### config.mk
export PLATFORM = sky130hd
export DESIGN_NAME = stack_machine_alu_core
export DESIGN_NICKNAME = d
export VERILOG_FILES = /design/src/rtl/smalu_pkg.sv /design/src/rtl/smalu_front.sv /design/src/rtl/smalu_div.sv /design/src/rtl/smalu_ram.sv /design/src/rtl/smalu_back.sv /design/src/rtl/stack_machine_alu_core.sv
export SDC_FILE = /design/constraint.sdc
export NUM_CORES = 2
export LEC_CHECK = 0
export ABC_AREA = 1
export BUFFER_PORTS_ARGS = -buffer_cell sky130_fd_sc_hd__buf_2
export CORE_MARGIN = 1.5
export CORE_UTILIZATION = 46
export CTS_CLUSTER_SIZE = 28
export DETAILED_ROUTE_END_ITERATION = 6
export GPL_TIMING_DRIVEN = 0
export MAX_ROUTING_LAYER = met4
export SLEW_MARGIN = 5
export SYNTH_ARGS = -nofsm -noshare
export SYNTH_HDL_FRONTEND = slang
export SYNTH_HIERARCHICAL = 1
export SYNTH_SLANG_ARGS = --single-unit
export TNS_END_PERCENT = 10
### constraint.sdc
create_clock -name clk -period 10.2 [get_ports clk]
set_clock_uncertainty 0.15 [all_clocks]
set_input_delay 0.51 -clock clk [delete_from_list [all_inputs] [get_ports clk]]
set_output_delay 0.51 -clock clk [all_outputs]
set_load 0.01 [all_outputs]
### src/rtl/smalu_pkg.sv
// package: operation codes, status codes and defaults for the stack machine alu
package smalu_pkg;
  localparam int DEF_STACK_DEPTH = 64;
  localparam int DEF_WORD_WIDTH = 32;
  localparam int OP_W = 4;
  localparam int IMM_W = 32;
  localparam int DEPTH_W = 7;
  localparam int STATUS_W = 2;

  localparam logic [OP_W-1:0] OP_CONST = 4'd0;
  localparam logic [OP_W-1:0] OP_ADD = 4'd1;
  localparam logic [OP_W-1:0] OP_SUB = 4'd2;
  localparam logic [OP_W-1:0] OP_MUL = 4'd3;
  localparam logic [OP_W-1:0] OP_DIV = 4'd4;
  localparam logic [OP_W-1:0] OP_MAX = 4'd5;
  localparam logic [OP_W-1:0] OP_MIN = 4'd6;
  localparam logic [OP_W-1:0] OP_NEG = 4'd7;
  localparam logic [OP_W-1:0] OP_DUP = 4'd8;
  localparam logic [OP_W-1:0] OP_SWAP = 4'd9;
  localparam logic [OP_W-1:0] OP_END = 4'd10;

  localparam logic [STATUS_W-1:0] ST_OK = 2'd0;
  localparam logic [STATUS_W-1:0] ST_UNDER = 2'd1;
  localparam logic [STATUS_W-1:0] ST_OVER = 2'd2;
  localparam logic [STATUS_W-1:0] ST_DIVZ = 2'd3;

  // decoded instruction class handed from front to back
  typedef struct packed {
    logic [OP_W-1:0] op;
    logic [IMM_W-1:0] imm;
    logic binary;
    logic push;
  } smalu_cmd_t;
endpackage

### src/rtl/smalu_front.sv
// front end: instruction intake, classification and a two-entry command queue
module smalu_front (
  input  logic clk,
  input  logic rst,
  input  logic start,
  input  logic [smalu_pkg::OP_W-1:0] operation,
  input  logic signed [smalu_pkg::IMM_W-1:0] immediate,
  output logic full,
  output logic cmd_valid,
  output smalu_pkg::smalu_cmd_t cmd,
  input  logic cmd_take
);
  import smalu_pkg::*;

  smalu_cmd_t q [2];
  logic [1:0] count;
  logic rd_ptr;
  logic wr_ptr;
  logic push_in;
  smalu_cmd_t in_cmd;

  assign full = (count == 2'd2);
  assign push_in = start && !full;
  assign cmd_valid = (count != 2'd0);
  assign cmd = q[rd_ptr];

  always_comb begin
    in_cmd.op = operation;
    in_cmd.imm = immediate;
    in_cmd.binary = (operation >= OP_ADD) && (operation <= OP_MIN);
    in_cmd.push = (operation == OP_CONST) || (operation == OP_DUP);
  end

  always_ff @(posedge clk) begin
    if (rst) begin
      count <= 2'd0;
      rd_ptr <= 1'b0;
      wr_ptr <= 1'b0;
    end else begin
      if (push_in) begin
        wr_ptr <= ~wr_ptr;
      end
      if (cmd_take) begin
        rd_ptr <= ~rd_ptr;
      end
      count <= count + {1'b0, push_in} - {1'b0, cmd_take};
    end
  end

  always_ff @(posedge clk) begin
    if (push_in) begin
      q[wr_ptr] <= in_cmd;
    end
  end
endmodule

### src/rtl/smalu_div.sv
// iterative restoring divider, one quotient bit per cycle, truncating signed
module smalu_div #(
  parameter int WORD_WIDTH = smalu_pkg::DEF_WORD_WIDTH
) (
  input  logic clk,
  input  logic rst,
  input  logic go,
  input  logic [WORD_WIDTH-1:0] dividend,
  input  logic [WORD_WIDTH-1:0] divisor,
  output logic ready,
  output logic [WORD_WIDTH-1:0] quotient
);
  localparam int CW = $clog2(WORD_WIDTH + 1);

  logic busy_r;
  logic [CW-1:0] cnt;
  logic [WORD_WIDTH-1:0] rem;
  logic [WORD_WIDTH-1:0] quo;
  logic [WORD_WIDTH-1:0] dvs;
  logic neg_q;
  logic [WORD_WIDTH:0] trial;
  logic [WORD_WIDTH-1:0] shifted;

  assign shifted = {rem[WORD_WIDTH-2:0], quo[WORD_WIDTH-1]};
  assign trial = {rem, quo[WORD_WIDTH-1]} - {1'b0, dvs};

  always_ff @(posedge clk) begin
    if (rst) begin
      busy_r <= 1'b0;
      ready <= 1'b0;
      cnt <= '0;
    end else begin
      ready <= 1'b0;
      if (go) begin
        busy_r <= 1'b1;
        cnt <= CW'(WORD_WIDTH);
      end else if (busy_r) begin
        cnt <= cnt - 1'b1;
        if (cnt == CW'(1)) begin
          busy_r <= 1'b0;
          ready <= 1'b1;
        end
      end
    end
  end

  always_ff @(posedge clk) begin
    if (go) begin
      rem <= '0;
      quo <= dividend[WORD_WIDTH-1] ? -dividend : dividend;
      dvs <= divisor[WORD_WIDTH-1] ? -divisor : divisor;
      neg_q <= dividend[WORD_WIDTH-1] ^ divisor[WORD_WIDTH-1];
    end else if (busy_r) begin
      if (!trial[WORD_WIDTH]) begin
        rem <= trial[WORD_WIDTH-1:0];
        quo <= {quo[WORD_WIDTH-2:0], 1'b1};
      end else begin
        rem <= shifted;
        quo <= {quo[WORD_WIDTH-2:0], 1'b0};
      end
    end
  end

  assign quotient = neg_q ? -quo : quo;
endmodule

### src/rtl/smalu_ram.sv
// generic ram with one write port and one registered read port
module smalu_ram #(
  parameter int WIDTH = 32,
  parameter int DEPTH = 64
) (
  input  logic clk,
  input  logic we,
  input  logic [$clog2(DEPTH)-1:0] waddr,
  input  logic [WIDTH-1:0] wdata,
  input  logic [$clog2(DEPTH)-1:0] raddr,
  output logic [WIDTH-1:0] rdata
);
  logic [WIDTH-1:0] mem [DEPTH];

  always_ff @(posedge clk) begin
    if (we) begin
      mem[waddr] <= wdata;
    end
    rdata <= mem[raddr];
  end
endmodule

### src/rtl/smalu_back.sv
// back end: stack with top two entries in registers, alu, multiplier, divider and result strobe
module smalu_back #(
  parameter int STACK_DEPTH = smalu_pkg::DEF_STACK_DEPTH,
  parameter int WORD_WIDTH = smalu_pkg::DEF_WORD_WIDTH
) (
  input  logic clk,
  input  logic rst,
  input  logic cmd_valid,
  input  smalu_pkg::smalu_cmd_t cmd,
  output logic cmd_take,
  output logic valid,
  output logic signed [smalu_pkg::IMM_W-1:0] top_value,
  output logic [smalu_pkg::DEPTH_W-1:0] depth,
  output logic [smalu_pkg::STATUS_W-1:0] status,
  output logic done_res
);
  import smalu_pkg::*;

  localparam int AW = $clog2(STACK_DEPTH);
  localparam int CW = $clog2(STACK_DEPTH + 1);
  localparam logic [2:0] S_IDLE = 3'd0;
  localparam logic [2:0] S_EXEC = 3'd1;
  localparam logic [2:0] S_DIV = 3'd2;
  localparam logic [2:0] S_FILL = 3'd3;

  logic [2:0] state;
  logic [2:0] state_next;
  logic [CW-1:0] cnt;
  logic [WORD_WIDTH-1:0] top_r;
  logic [WORD_WIDTH-1:0] nxt_r;
  smalu_cmd_t cur;

  // entries below the top two live in ram; ram[i] holds stack entry i
  logic we;
  logic [AW-1:0] waddr;
  logic [WORD_WIDTH-1:0] wdata;
  logic [AW-1:0] raddr;
  logic [WORD_WIDTH-1:0] rdata;

  logic div_go;
  logic div_ready;
  logic [WORD_WIDTH-1:0] quotient;

  logic under;
  logic over;
  logic [WORD_WIDTH-1:0] alu;
  logic t_gt;

  smalu_ram #(.WIDTH(WORD_WIDTH), .DEPTH(STACK_DEPTH)) u_ram (
    .clk(clk), .we(we), .waddr(waddr), .wdata(wdata), .raddr(raddr), .rdata(rdata)
  );

  smalu_div #(.WORD_WIDTH(WORD_WIDTH)) u_div (
    .clk(clk), .rst(rst), .go(div_go), .dividend(top_r), .divisor(nxt_r),
    .ready(div_ready), .quotient(quotient)
  );

  assign cmd_take = (state == S_IDLE) && cmd_valid;
  assign t_gt = $signed(top_r) > $signed(nxt_r);
  // ram address of entry count-3, the one that becomes next after a pop
  assign raddr = (cnt >= CW'(3)) ? AW'(cnt - CW'(3)) : '0;

  always_comb begin
    under = 1'b0;
    over = 1'b0;
    if (cur.binary || cur.op == OP_SWAP) begin
      under = cnt < CW'(2);
    end else if (cur.op == OP_NEG || cur.op == OP_END) begin
      under = cnt < CW'(1);
    end else if (cur.push) begin
      over = cnt >= CW'(STACK_DEPTH);
    end
  end

  always_comb begin
    unique case (cur.op)
      OP_ADD: alu = top_r + nxt_r;
      OP_SUB: alu = top_r - nxt_r;
      OP_MAX: alu = t_gt ? top_r : nxt_r;
      OP_MIN: alu = t_gt ? nxt_r : top_r;
      default: alu = top_r;
    endcase
  end

  always_comb begin
    state_next = state;
    div_go = 1'b0;
    we = 1'b0;
    waddr = AW'(cnt - CW'(2));
    wdata = nxt_r;
    unique case (state)
      S_IDLE: if (cmd_valid) state_next = S_EXEC;
      S_EXEC: begin
        if (under || over) begin
          state_next = S_IDLE;
        end else if (cur.op == OP_DIV && nxt_r == '0) begin
          state_next = S_IDLE;
        end else if (cur.op == OP_DIV) begin
          div_go = 1'b1;
          state_next = S_DIV;
        end else if (cur.push) begin
          we = cnt >= CW'(2);
          state_next = S_IDLE;
        end else if (cur.binary && cur.op != OP_MUL) begin
          state_next = (cnt >= CW'(3)) ? S_FILL : S_IDLE;
        end else if (cur.op == OP_MUL) begin
          state_next = S_DIV;
        end else begin
          state_next = S_IDLE;
        end
      end
      S_DIV: if (cur.op == OP_MUL || div_ready) state_next = (cnt >= CW'(3)) ? S_FILL : S_IDLE;
      S_FILL: state_next = S_IDLE;
      default: state_next = S_IDLE;
    endcase
  end

  logic [WORD_WIDTH-1:0] prod;
  logic [WORD_WIDTH-1:0] res_w;

  always_ff @(posedge clk) begin
    if (state == S_EXEC) prod <= top_r * nxt_r;
  end

  assign res_w = (cur.op == OP_MUL) ? prod : quotient;

  always_ff @(posedge clk) begin
    if (rst) begin
      state <= S_IDLE;
      cnt <= CW'(1);
      top_r <= '0;
      valid <= 1'b0;
    end else begin
      state <= state_next;
      valid <= 1'b0;
      unique case (state)
        S_EXEC: begin
          if (under || over || (cur.op == OP_DIV && nxt_r == '0)) begin
            valid <= 1'b1;
            status <= under ? ST_UNDER : (over ? ST_OVER : ST_DIVZ);
            top_value <= IMM_W'($signed(top_r));
            depth <= DEPTH_W'(cnt);
            done_res <= cur.op == OP_END;
          end else if (cur.op == OP_DIV || cur.op == OP_MUL) begin
          end else begin
            status <= ST_OK;
            done_res <= cur.op == OP_END;
            if (cur.push) begin
              nxt_r <= top_r;
              top_r <= (cur.op == OP_CONST) ? WORD_WIDTH'($signed(cur.imm)) : top_r;
              cnt <= cnt + 1'b1;
            end else if (cur.binary) begin
              top_r <= alu;
              cnt <= cnt - 1'b1;
            end else if (cur.op == OP_NEG) begin
              top_r <= -top_r;
            end else if (cur.op == OP_SWAP) begin
              top_r <= nxt_r;
              nxt_r <= top_r;
            end
            if (!(cur.binary && cnt >= CW'(3))) begin
              valid <= 1'b1;
              top_value <= IMM_W'($signed(
                cur.push ? ((cur.op == OP_CONST) ? WORD_WIDTH'($signed(cur.imm)) : top_r) :
                cur.binary ? alu : (cur.op == OP_NEG) ? -top_r :
                (cur.op == OP_SWAP) ? nxt_r : top_r));
              depth <= DEPTH_W'(cur.push ? cnt + 1'b1 : cur.binary ? cnt - 1'b1 : cnt);
            end
          end
        end
        S_DIV: begin
          if (cur.op == OP_MUL || div_ready) begin
            status <= ST_OK;
            done_res <= 1'b0;
            top_r <= res_w;
            cnt <= cnt - 1'b1;
            if (cnt < CW'(3)) begin
              valid <= 1'b1;
              top_value <= IMM_W'($signed(res_w));
              depth <= DEPTH_W'(cnt - 1'b1);
            end
          end
        end
        S_FILL: begin
          // ram read of the new next entry has landed
          nxt_r <= rdata;
          valid <= 1'b1;
          top_value <= IMM_W'($signed(top_r));
          depth <= DEPTH_W'(cnt);
        end
        default: ;
      endcase
    end
  end

  always_ff @(posedge clk) begin
    if (cmd_take) cur <= cmd;
  end
endmodule

### src/rtl/stack_machine_alu_core.sv
// top level: stack machine alu with decoupled decode front and execute back
// usage:
//   an instruction beat (operation, immediate) is taken on a clock edge where
//   start is high and busy is low. busy rises only when the two-entry command
//   queue between the front and the back end is full.
//   each instruction gives exactly one result beat: valid is high for one
//   cycle with top_value, depth, status and done_res. the receiver cannot stall
//   and must take the beat in that cycle.
// sequencing:
//   const, dup, neg, swap, end and errors: result from the execute state.
//   add, sub, max, min: from the execute state, or from a fill state when
//   an entry must be fetched from the stack ram into the second-of-stack
//   register after the pop. mul: a further state for the registered product.
//   div: a further state that waits for the bit-serial divider.
//   the back end takes a new command only in its idle state, after the last
//   one is through its execute loop and any fill from the single ram read port.
// reset:
//   rst is synchronous; the stack holds one zero word and the queue is empty.
//   ram entries below the cached top two are undefined until written.
module stack_machine_alu_core #(
  parameter int STACK_DEPTH = smalu_pkg::DEF_STACK_DEPTH,
  parameter int WORD_WIDTH = smalu_pkg::DEF_WORD_WIDTH
) (
  input  logic clk,
  input  logic rst,
  input  logic start,
  output logic busy,
  input  logic [smalu_pkg::OP_W-1:0] operation,
  input  logic signed [smalu_pkg::IMM_W-1:0] immediate,
  output logic valid,
  output logic signed [smalu_pkg::IMM_W-1:0] top_value,
  output logic [smalu_pkg::DEPTH_W-1:0] depth,
  output logic [smalu_pkg::STATUS_W-1:0] status,
  output logic done_res
);
  import smalu_pkg::*;

  logic cmd_valid;
  logic cmd_take;
  smalu_cmd_t cmd;

  // front: decode and queue
  smalu_front u_front (
    .clk(clk), .rst(rst), .start(start), .operation(operation),
    .immediate(immediate), .full(busy), .cmd_valid(cmd_valid), .cmd(cmd),
    .cmd_take(cmd_take)
  );

  // back: stack, alu, divider
  smalu_back #(.STACK_DEPTH(STACK_DEPTH), .WORD_WIDTH(WORD_WIDTH)) u_back (
    .clk(clk), .rst(rst), .cmd_valid(cmd_valid), .cmd(cmd), .cmd_take(cmd_take),
    .valid(valid), .top_value(top_value), .depth(depth), .status(status),
    .done_res(done_res)
  );

  // stack never empties and never exceeds its size
  a_depth_range: assert property (@(posedge clk) disable iff (rst)
    valid |-> (depth != '0) && (depth <= DEPTH_W'(STACK_DEPTH)))
    else $error("depth out of range");

  // an error leaves the depth alone, so overflow reports a full stack
  a_over_full: assert property (@(posedge clk) disable iff (rst)
    valid && status == ST_OVER |-> depth == DEPTH_W'(STACK_DEPTH))
    else $error("overflow on a stack that is not full");

  // a result never comes in back-to-back cycles
  a_gap: assert property (@(posedge clk) disable iff (rst)
    valid |=> !valid)
    else $error("results too close");
endmodule
Word-level counts from Yosys, hierarchy flattened
Memory sizes are Yosys's and may differ from the RTL's. A register that Yosys moved wholly into a read port is not among the register bits.
Index checks and enable logic that the tools add are counted.
W data, S select, Z words.
{"block": "word_totals", "elab_cells": 204, "in_bits": 39, "mem_count": 2, "output_inout_bits": 44, "ramBits": 2124, "regBits": 258}
{"block": "classes", "addsub": 13, "n_mul": 1, "reduce_logical": 30, "bitwise": 5, "n_lt_le_gt_ge": 9, "n_eq_ne": 26, "n_mux": 96}
{"name": "u_back.u_ram.mem", "words": 64, "word_bits": 32, "rd": 1, "rd_clocked_by_memory_dff": 1, "write_ports": 1, "line": "smalu_ram.sv:13", "source": "logic [WIDTH-1:0] mem [DEPTH];"}
{"name": "u_front.q", "words": 2, "word_bits": 38, "rd": 1, "rd_clocked_by_memory_dff": 1, "write_ports": 1, "line": "smalu_front.sv:15", "source": "smalu_cmd_t q [2];"}
{"op": "$mux W32", "count": 27}
{"op": "$pmux W32 S2", "count": 2}
{"op": "$pmux W32 S4", "count": 1}
{"op": "$neg A32 Y32", "count": 3}
{"op": "$pmux W32 S3", "count": 1}
{"op": "$mux W7", "count": 10}
{"op": "$sub A33 B32 Y33", "count": 1}
{"op": "$add A32 B32 Y32", "count": 1}
{"op": "$gt A32 B32 Y1", "count": 1}
{"op": "$logic_not A32 Y1", "count": 1}
{"op": "$mul A32 B32 Y32", "count": 1}
{"op": "$mux W1", "count": 32}
{"op": "$sub A32 B32 Y32", "count": 1}
{"op": "$mux W31", "count": 1}
{"op": "$mux W3", "count": 7}
{"op": "$pmux W7 S3", "count": 1}
{"op": "$mux W6", "count": 3}
{"op": "$eq A4 B3 Y1 const B", "count": 4}
{"op": "$ge A7 B2 Y1 const B", "count": 2}
{"op": "$lt A7 B2 Y1 const B", "count": 2}
{"op": "$pmux W7 S2", "count": 1}
{"op": "$eq A4 B4 Y1 const B", "count": 3}
{"op": "$mux W2", "count": 6}
{"op": "$sub A6 B2 Y6 const B", "count": 2}
{"op": "other kinds (39)", "count": 66}

Logic depth before layout (Yosys ltp)
{"block": "depth", "ltp_word": 9, "mapped_depth": 30, "mapped_depth_nobuf": 28}

Cells and area by module
Netlist, hierarchy kept.
{"mod": "smalu_ram", "n_inst": 1, "area_each_um2": 82785.6, "seq_area_each_um2": 62139.6, "cells_per_inst": 6785}
{"mod": "smalu_back", "n_inst": 1, "area_each_um2": 32850.3, "seq_area_each_um2": 5165.0, "cells_per_inst": 4671}
{"mod": "smalu_div", "n_inst": 1, "area_each_um2": 9155.0, "seq_area_each_um2": 2752.6, "cells_per_inst": 1474}
{"mod": "smalu_front", "n_inst": 1, "area_each_um2": 3088.0, "seq_area_each_um2": 2382.3, "cells_per_inst": 159}

Least setup slack after synthesis
No wires, ideal clock.
{"block": "synth_path", "path_kind": "reg-to-reg", "start": "register u_back.nxt_r[16]", "end": "register u_back.prod[31] (data pin)", "arrival_time_ns": 7.503, "path_stages_with_launch": 27, "path_buffers": 2, "path_slack_ns": 2.295, "t_required_ns": 9.798, "period_less_slack_ns": 7.905, "setup_ns": 0.252, "path_cell_list": "edfxtp_1 clkbuf_1 buf_1 nand2_1 fa_1 inv_1 fa_1 inv_1 fa_1 inv_1 fa_1 fa_1 fa_1 fa_1 inv_1 fa_1 inv_1 ha_1 a21oi_1 inv_1 a21oi_1 nor4_1 a2111oi_0 and2_1 inv_1 nand3_1 nand2_1"}
{"block": "synth_between", "elab_chain_cells": 1}
{"element": "start, declared", "line": "smalu_back.sv:30", "source": "logic [WORD_WIDTH-1:0] nxt_r;"}
{"element": "start signal, assigned", "line": "smalu_back.sv:149", "source": "nxt_r <= top_r;"}
{"element": "start signal, assigned", "line": "smalu_back.sv:159", "source": "nxt_r <= top_r;"}
{"element": "start signal, assigned", "line": "smalu_back.sv:186", "source": "nxt_r <= rdata;"}
{"element": "$mul A32 B32 Y32", "line": "smalu_back.sv:122", "source": "if (state == S_EXEC) prod <= top_r * nxt_r;"}
{"element": "end signal, assigned", "line": "smalu_back.sv:122"}
{"element": "end, declared", "line": "smalu_back.sv:118", "source": "logic [WORD_WIDTH-1:0] prod;"}
No other way between the ends.
A chain may end at the register's enable or synchronous reset.

Final worst setup path
{"block": "layout_path", "start": "register u_back.top_r[17]", "end": "register u_back.prod[31] (data pin)"}
{"block": "layout_between", "elab_chain_cells": 1}
{"element": "start, declared", "line": "smalu_back.sv:29", "source": "logic [WORD_WIDTH-1:0] top_r;"}
{"element": "start signal, assigned", "line": "smalu_back.sv:150", "source": "top_r <= (cur.op == OP_CONST) ? WORD_WIDTH'($signed(cur.imm)) : top_r;"}
{"element": "start signal, assigned", "line": "smalu_back.sv:153", "source": "top_r <= alu;"}
{"element": "start signal, assigned", "line": "smalu_back.sv:156", "source": "top_r <= -top_r;"}
{"element": "$mul A32 B32 Y32", "line": "smalu_back.sv:122"}
No other way between the ends.

==> flow_summary.yaml <==
outcome:
  run_status: "finished, violations left"
  violations: "design-rule violations, max-capacitance violations, max-slew violations, negative setup slack"
die:
  core_area_um2: 276000
  rows: 193
  start_util_pct: 46.2
  ioPinCount: 83
  die_area_um2: 281000
  die_w_um: 530
  die_h_um: 530
yosys:
  yosysTopAreaCell: "edfxtp_1"
  yosysWarningCount: 6
  synth_async_sr_flop_share_pct: 0
  synth_cell_types: 63
  yosys-top-cells-area: "edfxtp_1 (55%), nand2_1 (11%), nand3_1 (8.4%)"
  synthesis.area_um2: 128000
  postSynthAreaPerCell_um2: 9.77
  synth_top_area_share_pct: 54.8
  ys_seq_area_share_pct: 56.6
  ys.flop_type: "edfxtp_1"
  synthCells: 13100
  syn_nets: 13800
  ys_seq_elements: 2452
  synth_edf_count: 2333
run:
  timing.max_cap.violations: 1
worst_setup_path:
  critPathMaxStageDelay_ns: 1.12
  r2r_cells: 26
  critPathMostFrequentCell: "fa_1"
  critPathMaxFanout: 10
  cp-start-kind: "flop"
  r2r_slack_ns: -0.008
  path_class: "reg2reg"
  required_ns: 10.63
  slowest_stage: "dfxtp_1"
  worstReg2RegStart: "u_back/top_r[17]"
  r2r_end: "u_back/prod[31]"
  endpoint_kind: "flop"
  crit_arrival_ns: 10.64
sta:
  tightest_slew_ns: 1.55
  slew_viol_final: 12
  max_freq_mhz: 98.0
  finalHoldViolations: 0
  setup_tns_ns: -0.00769
  period_needed_ns: 10.21
  max-slew-margin-rel_pct: -3.40
  fin_crit_sh_pct: 100
  setup_violations: 1
  setup_ws_ns: -0.00769
detailed_routing:
  num_vias: 106000
  via_per_inst: 5.99
  dr.first_iter.drc_count: 16300
  drtAntennaViolNets: 0
  drc: 23
  dr.pass1.iters: 7
  wl_um: 569000
  routedWlPerCell_um: 32.2
placement:
  pre_cts_ws_ns: 0.427
  placed_cells: 17100
  place_area_um2: 139000
  routabilityCongestion: 1.08
  io_buffers: 82
  hpwl_um: 432000
min_path:
  worstHoldEndpoint: "u_front/q[0][16]"
  worstHoldStart: "immediate[14]"
  hold_path.class: "in2reg"
  hold_path_depth: 2
global_routing:
  antenna_found_initial: 43
  grt_use_total_pct: 41.1
  overflow: 0
  grt_max_degree: 40
  grt_pass1_vias: 98200
  grt_pass1_wl_um: 773000
final_layout:
  nNetsFinal: 14400
  final_area_um2: 149000
  stdcell_count: 17700
  fillers: 24600
  area_delta_synth_final_pct: 16.3
  final_common_cell: "nand2_1"
  final_cell_mix: "nand2_1 (3,871), edfxtp_1 (2,333), nand3_1 (2,143), inv_1 (1,312), nor2_1 (468)"
  layout-drive-gt1-share_pct: 9.05
clock_tree:
  cts-root-buf: "clkbuf_16"
  numCtsBuffers: 275
  clkTransAtPathRegs_ns: 0.06
  insertion_delay_ns: 0.92
  cts_tree: "done"
  htreeDepth: 5
  clkSinkCount: 2452
  clk_path_buf_depth: 4
==> Yosys cell counts (all sizes together), types with 2 or more instances <==
library cell and instances:
buf 444, nor4 17, o2111ai 2, and3 11, o211ai 24, and2 6, a221oi 2, mux2 38
a21oi 400, o21ai 404, nor3 70, nor3b 5, nand2 3888, nand4 69, o221ai 7, nor2 546
clkbuf 280, xor2 131, nand3 2144, o21bai 22, a211oi 7, or2 11, clkinv 17, o31ai 4
nand3b 5, dfxtp 119, edfxtp 2333, a31oi 11, a21boi 7, inv 1325, ha 237, a21o 8
o21a 7, xnor2 67, o22ai 5, fa 411
==> routing by layer <==
| metal | track usage [%] | share of wire (%) | vias up |
|---|---|---|---|
| li1 | - | - | 45100 |
| met1 | 51.3 | 36 | 51900 |
| met2 | 59.7 | 43 | 7444 |
| met3 | 8.92 | 12 | 1640 |
| met4 | 28.6 | 8.6 | 0 |
| met5 | - | 0 | - |
==> worst max-delay path: cells and delay by family, from the launching register on <==
kind            cells  cell delay (ns)
compound gates      3             0.72
fa+ha+maj           9             4.79
simple gates        5             0.81
buf+inv             9             2.31
flops               1             1.12
==> what timing repair did <==
action,4_1_cts,5_1_grt
gates resized for setup,0,3
setup endpoints to repair,0,1
setup buffers,0,0
hold endpoints to repair,89,0
hold buffers,38,0
==> kinds of logic after synthesis <==
| group | Yosys count | share of synthesized area [%] |
|---|---|---|
| buffers and inverters | 2066 | 6.62 |
| muxes | 38 | 0.393 |
| xor gates and xnor gates | 198 | 1.36 |
| AOI/OAI and AO/OA | 914 | 3.80 |
| DFF | 2452 | 56.6 |
| and+or+nand+nor | 6773 | 22.4 |
| adders and majority gates | 648 | 8.75 |
==> worst max-delay path by stage <==
stage                           from         endpoint  slack (ns)
floorplan           u_back/nxt_r[16]  u_back/prod[31]        2.30
global placement    u_back/nxt_r[14]  u_back/prod[31]       -1.80
detailed placement  u_back/top_r[17]  u_back/prod[31]        0.43
CTS                 u_back/nxt_r[14]  u_back/prod[31]        0.36
global route        u_back/top_r[17]  u_back/prod[31]       -0.01
finish              u_back/top_r[17]  u_back/prod[31]      -0.008
==> through the flow <==
step	hold WS, ns	util, %
after floorplan	0.299	-
after global placement	0.310	48.1
after detailed placement	0.313	50.4
after CTS	0.188	53.8
after global routing	0.236	53.8
final	0.219	53.8
==> registers in the layout, summed over array words and instances (netlist names), 2 cells and up, named ones only <==
signal	cells
u_back/status	2
u_back/cur	38
u_front/count	2
u_back/top_value	32
u_back/nxt_r	32
u_back/u_div/dvs	32
u_back/u_ram/mem	2048
u_back/state	2
u_back/u_ram/rdata	32
u_front/q	76
u_back/cnt	7
u_back/depth	7
u_back/prod	32
u_back/u_div/cnt	6
u_back/top_r	32
u_back/u_div/rem	32
u_back/u_div/quo	32
==> final cells by class <==
type	count	area [um^2]	share of cell area, %
multi-input combinational	8571	47500	31.9
buffer	722	3420	2.30
sequential	2452	72400	48.7
inverter	1342	5040	3.39
timing repair buffer	375	6670	4.49
tap	3705	4640	3.12
antenna	25	62.6	0.0421
clock buffer	338	7410	4.99
clock inverter	162	1560	1.05
Power is left out: the tool's default activity adds up to more than one toggle a clock period on the data nets, which glitch-free logic cannot reach.
